## src/piecewise_linear_contrast_stretch_top_defines.svh

```systemverilog
// assertion helpers shared by the block
`ifndef PIECEWISE_LINEAR_CONTRAST_STRETCH_TOP_DEFINES_SVH
`define PIECEWISE_LINEAR_CONTRAST_STRETCH_TOP_DEFINES_SVH

// same-cycle implication, disabled while in reset
`define PLCS_ASSERT_IMPLY(label, clk, rstn, lhs, rhs) \
    label: assert property (@(posedge clk) disable iff (!(rstn)) (lhs) |-> (rhs)) \
        else $error("plcs: same-cycle check failed");

// next-cycle implication, disabled while in reset
`define PLCS_ASSERT_NEXT(label, clk, rstn, lhs, rhs) \
    label: assert property (@(posedge clk) disable iff (!(rstn)) (lhs) |=> (rhs)) \
        else $error("plcs: next-cycle check failed");

`endif

```

## src/plcs_pkg.sv

```systemverilog
package plcs_pkg;

    localparam int PIX_W = 8;
    localparam int SEG_W = 2;
    localparam int IDX_W = 2;
    localparam int PROD_W = 2 * PIX_W;
    localparam int DIV_BITS_PER_STAGE = 2;

    localparam logic [PIX_W-1:0] PIX_MAX = 8'd255;

    // register indexes
    localparam logic [IDX_W-1:0] REG_LOW_BREAK  = 2'd0;
    localparam logic [IDX_W-1:0] REG_HIGH_BREAK = 2'd1;
    localparam logic [IDX_W-1:0] REG_LOW_LEVEL  = 2'd2;
    localparam logic [IDX_W-1:0] REG_HIGH_LEVEL = 2'd3;

    localparam logic [PIX_W-1:0] RST_LOW_BREAK  = 8'd64;
    localparam logic [PIX_W-1:0] RST_HIGH_BREAK = 8'd192;
    localparam logic [PIX_W-1:0] RST_LOW_LEVEL  = 8'd32;
    localparam logic [PIX_W-1:0] RST_HIGH_LEVEL = 8'd224;

    // segment codes
    localparam logic [SEG_W-1:0] SEG_LOW  = 2'd0;
    localparam logic [SEG_W-1:0] SEG_MID  = 2'd1;
    localparam logic [SEG_W-1:0] SEG_HIGH = 2'd2;

    typedef struct packed {
        logic [PIX_W-1:0] low_break;
        logic [PIX_W-1:0] high_break;
        logic [PIX_W-1:0] low_level;
        logic [PIX_W-1:0] high_level;
    } cfg_t;

    // fields that ride along with the arithmetic
    typedef struct packed {
        logic [PIX_W-1:0] divisor;
        logic [PIX_W-1:0] offset;
        logic             neg;
        logic [SEG_W-1:0] segment;
        logic             degenerate;
    } side_t;

    typedef struct packed {
        logic [PIX_W-1:0] mul_a;
        logic [PIX_W-1:0] mul_b;
        side_t            side;
    } setup_t;

    // rem holds the partial remainder, work the unused dividend bits
    // on top of the quotient bits shifted in so far
    typedef struct packed {
        logic [PIX_W-1:0] rem;
        logic [PIX_W-1:0] work;
        side_t            side;
    } div_t;

    typedef struct packed {
        logic [PIX_W-1:0] pixel_out;
        logic [SEG_W-1:0] segment;
        logic             degenerate;
    } result_t;

endpackage

```

## src/plcs_setup.sv

```systemverilog
module plcs_setup (
    input  logic                          aclk,
    input  logic                          en,
    input  logic [plcs_pkg::PIX_W-1:0]    pixel_in,
    input  plcs_pkg::cfg_t                cfg,
    output plcs_pkg::setup_t              setup_out
);

    plcs_pkg::setup_t setup_reg;
    plcs_pkg::setup_t setup_next;

    always_comb begin
        setup_next = '0;
        if (pixel_in < cfg.low_break) begin
            setup_next.mul_a           = pixel_in;
            setup_next.mul_b           = cfg.low_level;
            setup_next.side.divisor    = cfg.low_break;
            setup_next.side.offset     = '0;
            setup_next.side.segment    = plcs_pkg::SEG_LOW;
        end else if (pixel_in > cfg.high_break) begin
            setup_next.mul_a           = pixel_in - cfg.high_break;
            setup_next.mul_b           = plcs_pkg::PIX_MAX - cfg.high_level;
            setup_next.side.divisor    = plcs_pkg::PIX_MAX - cfg.high_break;
            setup_next.side.offset     = cfg.high_level;
            setup_next.side.segment    = plcs_pkg::SEG_HIGH;
        end else if (cfg.low_break == cfg.high_break) begin
            // zero-width middle segment: quotient forced to zero
            setup_next.mul_a           = '0;
            setup_next.mul_b           = '0;
            setup_next.side.divisor    = {{(plcs_pkg::PIX_W-1){1'b0}}, 1'b1};
            setup_next.side.offset     = cfg.low_level;
            setup_next.side.segment    = plcs_pkg::SEG_MID;
            setup_next.side.degenerate = 1'b1;
        end else begin
            setup_next.mul_a           = pixel_in - cfg.low_break;
            setup_next.side.divisor    = cfg.high_break - cfg.low_break;
            setup_next.side.offset     = cfg.low_level;
            setup_next.side.segment    = plcs_pkg::SEG_MID;
            // falling segment: divide the magnitude, negate at the end
            if (cfg.high_level >= cfg.low_level) begin
                setup_next.mul_b    = cfg.high_level - cfg.low_level;
            end else begin
                setup_next.mul_b    = cfg.low_level - cfg.high_level;
                setup_next.side.neg = 1'b1;
            end
        end
    end

    always_ff @(posedge aclk) begin
        if (en) begin
            setup_reg <= setup_next;
        end
    end

    assign setup_out = setup_reg;

endmodule

```

## src/plcs_mult.sv

```systemverilog
module plcs_mult (
    input  logic              aclk,
    input  logic              en,
    input  plcs_pkg::setup_t  setup_in,
    output plcs_pkg::div_t    div_out
);

    plcs_pkg::div_t               div_reg;
    plcs_pkg::div_t               div_next;
    logic [plcs_pkg::PROD_W-1:0]  product;

    always_comb begin
        product       = setup_in.mul_a * setup_in.mul_b;
        // product < divisor * 256, so the top byte is already below the divisor
        div_next.rem  = product[plcs_pkg::PROD_W-1:plcs_pkg::PIX_W];
        div_next.work = product[plcs_pkg::PIX_W-1:0];
        div_next.side = setup_in.side;
    end

    always_ff @(posedge aclk) begin
        if (en) begin
            div_reg <= div_next;
        end
    end

    assign div_out = div_reg;

endmodule

```

## src/plcs_div_step.sv

```systemverilog
module plcs_div_step (
    input  logic            aclk,
    input  logic            en,
    input  plcs_pkg::div_t  div_in,
    output plcs_pkg::div_t  div_out
);

    plcs_pkg::div_t div_reg;
    plcs_pkg::div_t div_next;

    always_comb begin
        logic [plcs_pkg::PIX_W:0]   trial;
        logic [plcs_pkg::PIX_W-1:0] rem;
        logic [plcs_pkg::PIX_W-1:0] work;
        logic                       qbit;
        rem  = div_in.rem;
        work = div_in.work;
        for (int i = 0; i < plcs_pkg::DIV_BITS_PER_STAGE; i++) begin
            trial = {rem, work[plcs_pkg::PIX_W-1]};
            if (trial >= {1'b0, div_in.side.divisor}) begin
                trial = trial - {1'b0, div_in.side.divisor};
                qbit  = 1'b1;
            end else begin
                qbit  = 1'b0;
            end
            rem  = trial[plcs_pkg::PIX_W-1:0];
            work = {work[plcs_pkg::PIX_W-2:0], qbit};
        end
        div_next.rem  = rem;
        div_next.work = work;
        div_next.side = div_in.side;
    end

    always_ff @(posedge aclk) begin
        if (en) begin
            div_reg <= div_next;
        end
    end

    assign div_out = div_reg;

endmodule

```

## src/plcs_finish.sv

```systemverilog
module plcs_finish (
    input  logic               aclk,
    input  logic               en,
    input  plcs_pkg::div_t     div_in,
    output plcs_pkg::result_t  result_out
);

    plcs_pkg::result_t          result_reg;
    plcs_pkg::result_t          result_next;
    logic [plcs_pkg::PIX_W-1:0] quot;

    always_comb begin
        // work now holds the full quotient
        quot = div_in.side.neg ? (~div_in.work + 1'b1) : div_in.work;
        result_next.pixel_out  = div_in.side.offset + quot;
        result_next.segment    = div_in.side.segment;
        result_next.degenerate = div_in.side.degenerate;
    end

    always_ff @(posedge aclk) begin
        if (en) begin
            result_reg <= result_next;
        end
    end

    assign result_out = result_reg;

endmodule

```

## src/piecewise_linear_contrast_stretch_top.sv

```systemverilog
// channel   direction  ports                                     handshake
// input     in         s_pixel_in                                s_valid / s_ready
// result    out        m_pixel_out, m_segment, m_degenerate      m_valid / m_ready
// config    in         cfg_index, cfg_data                       cfg_wr_en, no wait
//
// one pixel per clock sustained while m_ready stays high; stages: setup, multiply, four
// divide stages at two quotient bits each, then offset and output register.
// aresetn (synchronous) clears all stage valid bits and loads the register defaults.
// each stage holds its word while the next one is full and stalled, so bubbles
// are squeezed out and s_ready drops only when every stage holds a word.
`include "piecewise_linear_contrast_stretch_top_defines.svh"

module piecewise_linear_contrast_stretch_top (
    input  logic                          aclk,
    input  logic                          aresetn,

    input  logic                          s_valid,
    output logic                          s_ready,
    input  logic [plcs_pkg::PIX_W-1:0]    s_pixel_in,

    output logic                          m_valid,
    input  logic                          m_ready,
    output logic [plcs_pkg::PIX_W-1:0]    m_pixel_out,
    output logic [plcs_pkg::SEG_W-1:0]    m_segment,
    output logic                          m_degenerate,

    input  logic                          cfg_wr_en,
    input  logic [plcs_pkg::IDX_W-1:0]    cfg_index,
    input  logic [plcs_pkg::PIX_W-1:0]    cfg_data
);

    localparam int NUM_DIV    = plcs_pkg::PIX_W / plcs_pkg::DIV_BITS_PER_STAGE;
    localparam int NUM_STAGES = NUM_DIV + 3;
    localparam int LAST       = NUM_STAGES - 1;

    plcs_pkg::cfg_t      cfg_reg;
    plcs_pkg::cfg_t      cfg_next;

    logic [NUM_STAGES-1:0] valid_reg;
    logic [NUM_STAGES-1:0] valid_next;
    logic [NUM_STAGES-1:0] stage_en;

    plcs_pkg::setup_t    setup_bus;
    plcs_pkg::div_t      div_bus [0:NUM_DIV];
    plcs_pkg::result_t   result_bus;

    // configuration
    always_comb begin
        cfg_next = cfg_reg;
        if (cfg_wr_en) begin
            case (cfg_index)
                plcs_pkg::REG_LOW_BREAK:  cfg_next.low_break  = cfg_data;
                plcs_pkg::REG_HIGH_BREAK: cfg_next.high_break = cfg_data;
                plcs_pkg::REG_LOW_LEVEL:  cfg_next.low_level  = cfg_data;
                plcs_pkg::REG_HIGH_LEVEL: cfg_next.high_level = cfg_data;
                default:                  cfg_next = cfg_reg;
            endcase
        end
    end

    always_ff @(posedge aclk) begin
        if (!aresetn) begin
            cfg_reg.low_break  <= plcs_pkg::RST_LOW_BREAK;
            cfg_reg.high_break <= plcs_pkg::RST_HIGH_BREAK;
            cfg_reg.low_level  <= plcs_pkg::RST_LOW_LEVEL;
            cfg_reg.high_level <= plcs_pkg::RST_HIGH_LEVEL;
        end else begin
            cfg_reg <= cfg_next;
        end
    end

    // a stage loads when it is empty or its word moves on
    always_comb begin
        stage_en[LAST] = !valid_reg[LAST] || m_ready;
        for (int i = LAST - 1; i >= 0; i--) begin
            stage_en[i] = !valid_reg[i] || stage_en[i+1];
        end
        valid_next[0] = stage_en[0] ? s_valid : valid_reg[0];
        for (int i = 1; i < NUM_STAGES; i++) begin
            valid_next[i] = stage_en[i] ? valid_reg[i-1] : valid_reg[i];
        end
    end

    always_ff @(posedge aclk) begin
        if (!aresetn) begin
            valid_reg <= '0;
        end else begin
            valid_reg <= valid_next;
        end
    end

    plcs_setup u_setup (
        .aclk      (aclk),
        .en        (stage_en[0]),
        .pixel_in  (s_pixel_in),
        .cfg       (cfg_reg),
        .setup_out (setup_bus)
    );

    plcs_mult u_mult (
        .aclk     (aclk),
        .en       (stage_en[1]),
        .setup_in (setup_bus),
        .div_out  (div_bus[0])
    );

    for (genvar k = 0; k < NUM_DIV; k++) begin : g_div
        plcs_div_step u_div_step (
            .aclk    (aclk),
            .en      (stage_en[k+2]),
            .div_in  (div_bus[k]),
            .div_out (div_bus[k+1])
        );
    end

    plcs_finish u_finish (
        .aclk       (aclk),
        .en         (stage_en[LAST]),
        .div_in     (div_bus[NUM_DIV]),
        .result_out (result_bus)
    );

    assign s_ready      = stage_en[0];
    assign m_valid      = valid_reg[LAST];
    assign m_pixel_out  = result_bus.pixel_out;
    assign m_segment    = result_bus.segment;
    assign m_degenerate = result_bus.degenerate;

    // input stalls only with every stage full
    `PLCS_ASSERT_IMPLY(a_stall_full, aclk, aresetn, !s_ready, &valid_reg)
    // an accepted word shows up in the setup stage
    `PLCS_ASSERT_NEXT(a_accept_lands, aclk, aresetn, s_valid && s_ready, valid_reg[0])
    // flagged results always come from the middle segment
    `PLCS_ASSERT_IMPLY(a_degen_mid, aclk, aresetn, m_valid && m_degenerate,
        m_segment == plcs_pkg::SEG_MID)

endmodule

```

## config.mk

```make
export PLATFORM = sky130hd
export DESIGN_NAME = piecewise_linear_contrast_stretch_top
export DESIGN_NICKNAME = d
export VERILOG_FILES = /design/src/plcs_pkg.sv /design/src/plcs_setup.sv /design/src/plcs_mult.sv /design/src/plcs_div_step.sv /design/src/plcs_finish.sv /design/src/piecewise_linear_contrast_stretch_top.sv
export VERILOG_INCLUDE_DIRS = /design/src /design/src/src
export SDC_FILE = /design/constraint.sdc
export NUM_CORES = 1
export LEC_CHECK = 0
export ABC_AREA = 1
export BUFFER_PORTS_ARGS = -buffer_cell sky130_fd_sc_hd__buf_4
export CAP_MARGIN = 40
export CORE_MARGIN = 3
export CORE_UTILIZATION = 35
export DETAILED_ROUTE_END_ITERATION = 8
export PLACE_DENSITY = 0.48
export SLEW_MARGIN = 20
export SYNTH_ARGS = -nofsm -noshare
export SYNTH_HDL_FRONTEND = slang
export SYNTH_SLANG_ARGS = --single-unit
```

## constraint.sdc

```tcl
create_clock -name aclk -period 4 [get_ports aclk]
set_clock_uncertainty 0.05 [all_clocks]
set_input_delay 0 -clock aclk [delete_from_list [all_inputs] [get_ports aclk]]
set_output_delay 0 -clock aclk [all_outputs]
set_load 0.005 [all_outputs]
```

==> impl_results.rst <==
.. list-table::
   :header-rows: 1

   * - Metric
     - Value
   * - Synthesized area
     - 16,300 um^2
   * - Final Max Slew Viols
     - 0
   * - DR vias/cell
     - 4.70
   * - Nets in the synthesized netlist
     - 2,036
   * - Number of DRC violations after detailed routing
     - 0
   * - Post-detailed-routing wire length
     - 36.7 mm
   * - CTS H-tree lvls
     - 1
   * - Clock Sink Count
     - 250
   * - Cell count after placement
     - 2,461
   * - # rows
     - 78
   * - Placed wire-length estimate after detailed placement
     - 29.0 mm
   * - Fraction of synthesized cell area taken by the top area cell type
     - 38.8%
   * - Mux contribution to synthesized area
     - 0%
   * - Worst Setup Path Type
     - reg2reg
   * - Share of final-layout standard cells stronger than drive strength 1
     - 12.0%
   * - RSZ-0062 raised after global routing
     - yes
   * - Path class of the lowest-slack min-delay path
     - in2reg
   * - Final-report hold violation count
     - 0
   * - Synthesized netlist cell count
     - 1,818
   * - Register bit total from synthesis
     - 250
   * - Vias in the first global route
     - 12.2k
   * - Required time at the endpoint of the critical path
     - 4.24 ns
   * - Post-DRT Antenna Nets
     - 0
   * - Bufs on Longest Clock Path
     - 3
   * - Die Area
     - 49,300 um^2
   * - Initial antenna violation count
     - 0
   * - Clock insertion delay at the later pin of the skew report
     - 0.56 ns
   * - Cell types with the highest counts after synthesis
     - nand2_1 (453), inv_1 (307), edfxtp_1 (211)
   * - Final global-route overflow total
     - 0
   * - Width of the chip
     - 222 um
   * - Utilization after layout
     - 41.9%
   * - Compound-gate portion of the synthesized area
     - 7.79%
   * - Routability congestion estimate
     - 0.877
   * - Core region area
     - 45,800 um^2
   * - Maximum number of pins on one net before global-route repair
     - 39
   * - Mapped Avg Cell Area
     - 8.98 um^2
   * - Global-route wire length before repair
     - 61.3 mm
   * - Leading post-synthesis cells by cell area
     - edfxtp_1 (39%), ha_1 (11%), nand2_1 (10%)
   * - Synth area leader
     - edfxtp_1
   * - Root buffer cell
     - clkbuf_16
   * - Combinational family with the most area after synthesis
     - simple AND/OR/NAND/NOR gates
   * - Sequential-to-total area share from yosys stat
     - 43.6%
   * - Post-Synth Adder-Cell Area
     - 17.2%
   * - Max-capacitance violation count
     - 0
   * - Top layer reached by signal wires
     - met4
   * - Sum of routed wire segments on met1
     - 17.1 mm
   * - Via count
     - 12.1k
   * - Area added between synthesis and finish
     - 17.6%
   * - Number of top-level design ports
     - 36
   * - Final setup violation count
     - 0
   * - Wire length on met3
     - 1.08 mm
   * - Kind of start point of the critical path
     - flip-flop
   * - Worst-case headroom to the max-slew limit
     - 48.6%
   * - Filler Cell Count
     - 4,493
   * - Number of buffers inserted during clock tree synthesis
     - 29
   * - Number of diodes
     - 0
   * - Post-route worst setup slack
     - 0.0242 ns
   * - Nets@finish
     - 2,161
   * - Effective utilization at floorplan
     - 35.7%
   * - Global Route Usage Sum
     - 15.0%
   * - R2R setup slack
     - 0.02 ns
   * - Vertical extent of the die
     - 222 um
   * - Final clock period utilization by the worst path
     - 99.4%
   * - Max Clock Freq
     - 0.252 GHz
   * - Clock tree from TritonCTS
     - done
   * - Flip-flop count of the largest register, all copies and words added
     - 128
   * - Netlist cell types
     - 49
   * - Post-Place Setup Slack
     - -0.221 ns
   * - Count of port buffers added during placement
     - 35
   * - Clock-pin transition on the worst setup and hold timing paths
     - 0.06 ns
   * - Number of synthesized flops with an enable pin
     - 211
   * - Synthesized-area fraction occupied by xor and xnor cells
     - 4.24%
   * - Transition time at the pin with the least slew margin
     - 0.769 ns
   * - Total length of routed met2 wires
     - 17.9 mm
   * - Nature of the critical path endpoint
     - flip-flop
   * - Iteration-0 DRC Markers
     - 668
   * - Simple-Gate Fraction of Synth Area
     - 18.9%
   * - Status
     - finished clean
   * - Largest fanout on the critical path
     - 3
   * - Wirelength per Cell
     - 14.3 um
   * - Dominant register cell in the synthesized netlist
     - edfxtp_1
   * - First-pass iteration count of the detailed router
     - 5
   * - Async SR Flop Fraction
     - 0%
   * - Final critical-path required period
     - 3.98 ns
   * - Critical path data arrival time
     - 4.22 ns
   * - Syn. warnings
     - 0
   * - Final std cells w/o fill
     - 2,564
   * - Count leader, synth
     - nand2_1
## layout by cell type (no fill, tap or decap), types with 29 or more instances in the layout
| master | count |
|---|---|
| a21oi_1 | 101 |
| buf_4 | 90 |
| clkbuf_16 | 29 |
| dfxtp_1 | 39 |
| dlygate4sd3_1 | 32 |
| edfxtp_1 | 211 |
| fa_1 | 47 |
| ha_1 | 138 |
| inv_1 | 299 |
| nand2_1 | 440 |
| nand3_1 | 101 |
| nor2_1 | 86 |
| o21ai_0 | 50 |
| xor2_1 | 55 |
## cell type report
type	instances	area [um^2]	share of cell area, %
clock inverter	7	86.3	0.450
clock buffer	45	826	4.30
inverter	315	1180	6.16
timing repair buffer	128	1080	5.60
tap	600	751	3.91
sequential	250	7120	37.1
multi-input combinational	1219	8160	42.5
## per-stage QoR
step	setup TNS (ns)	hold WS [ns]	cell area [um^2]
final	0	0.0767	19200
after global routing	-0.929	0.122	19200
after CTS	-0.0116	0.0173	19000
after detailed placement	-1.06	0.200	17500
after global placement	-0.775	0.199	17500
after floorplan	0	0.0763	16400
## path summary, 6_finish.rpt
kind | startpoint | end | cells past startpoint
setup / recovery | u_setup.setup_out[23]$_DFFE_PP_ | u_mult.div_out[33]$_DFFE_PP_ | 16
hold / removal | cfg_wr_en | cfg_reg[20]$_SDFFE_PN0P_ | 5
hold reg to reg | g_div[1].u_div_step.div_out[11]$_DFFE_PP_ | g_div[2].u_div_step.div_out[11]$_DFFE_PP_ | 0
setup reg to reg | u_setup.setup_out[23]$_DFFE_PP_ | u_mult.div_out[33]$_DFFE_PP_ | 16
## critical path, cell delays in order, from the launching register on
cell and delay [ns]:
edfxtp_1 0.48, buf_6 0.17, nand2_1 0.06, inv_1 0.05
fa_1 0.51, fa_1 0.43, fa_1 0.52, inv_1 0.05
fa_1 0.49, inv_2 0.05, ha_4 0.29, buf_4 0.13
nand2_4 0.07, o21ai_4 0.18, nand2_2 0.07, nand3_2 0.08
xor2_1 0.06
## logic make-up after synthesis
kind of cell / after synthesis
AOI/OAI and AO/OA: 227
xor gates and xnor gates: 79
adders and majority gates: 195
buffers and inverters: 349
DFF: 250
and+or+nand+nor: 718
## metal layers
layer,track usage (%),vias to the layer above
met5,0,-
met4,3.30,0
met3,1.79,44
met2,26.6,140
met1,19.7,5661
li1,-,6208
## timing repair
item | CTS | global route
pin swaps | 32 | 25
setup endpoints to repair | 8 | 17
endpoints found under the hold margin | 58 | 0
hold buffers | 32 | 0
setup buffers | 10 | 8
gates resized for setup | 32 | 39
Power is not shown: default switching activity piles up to over one toggle a cycle in this logic, so the estimate is an artifact.
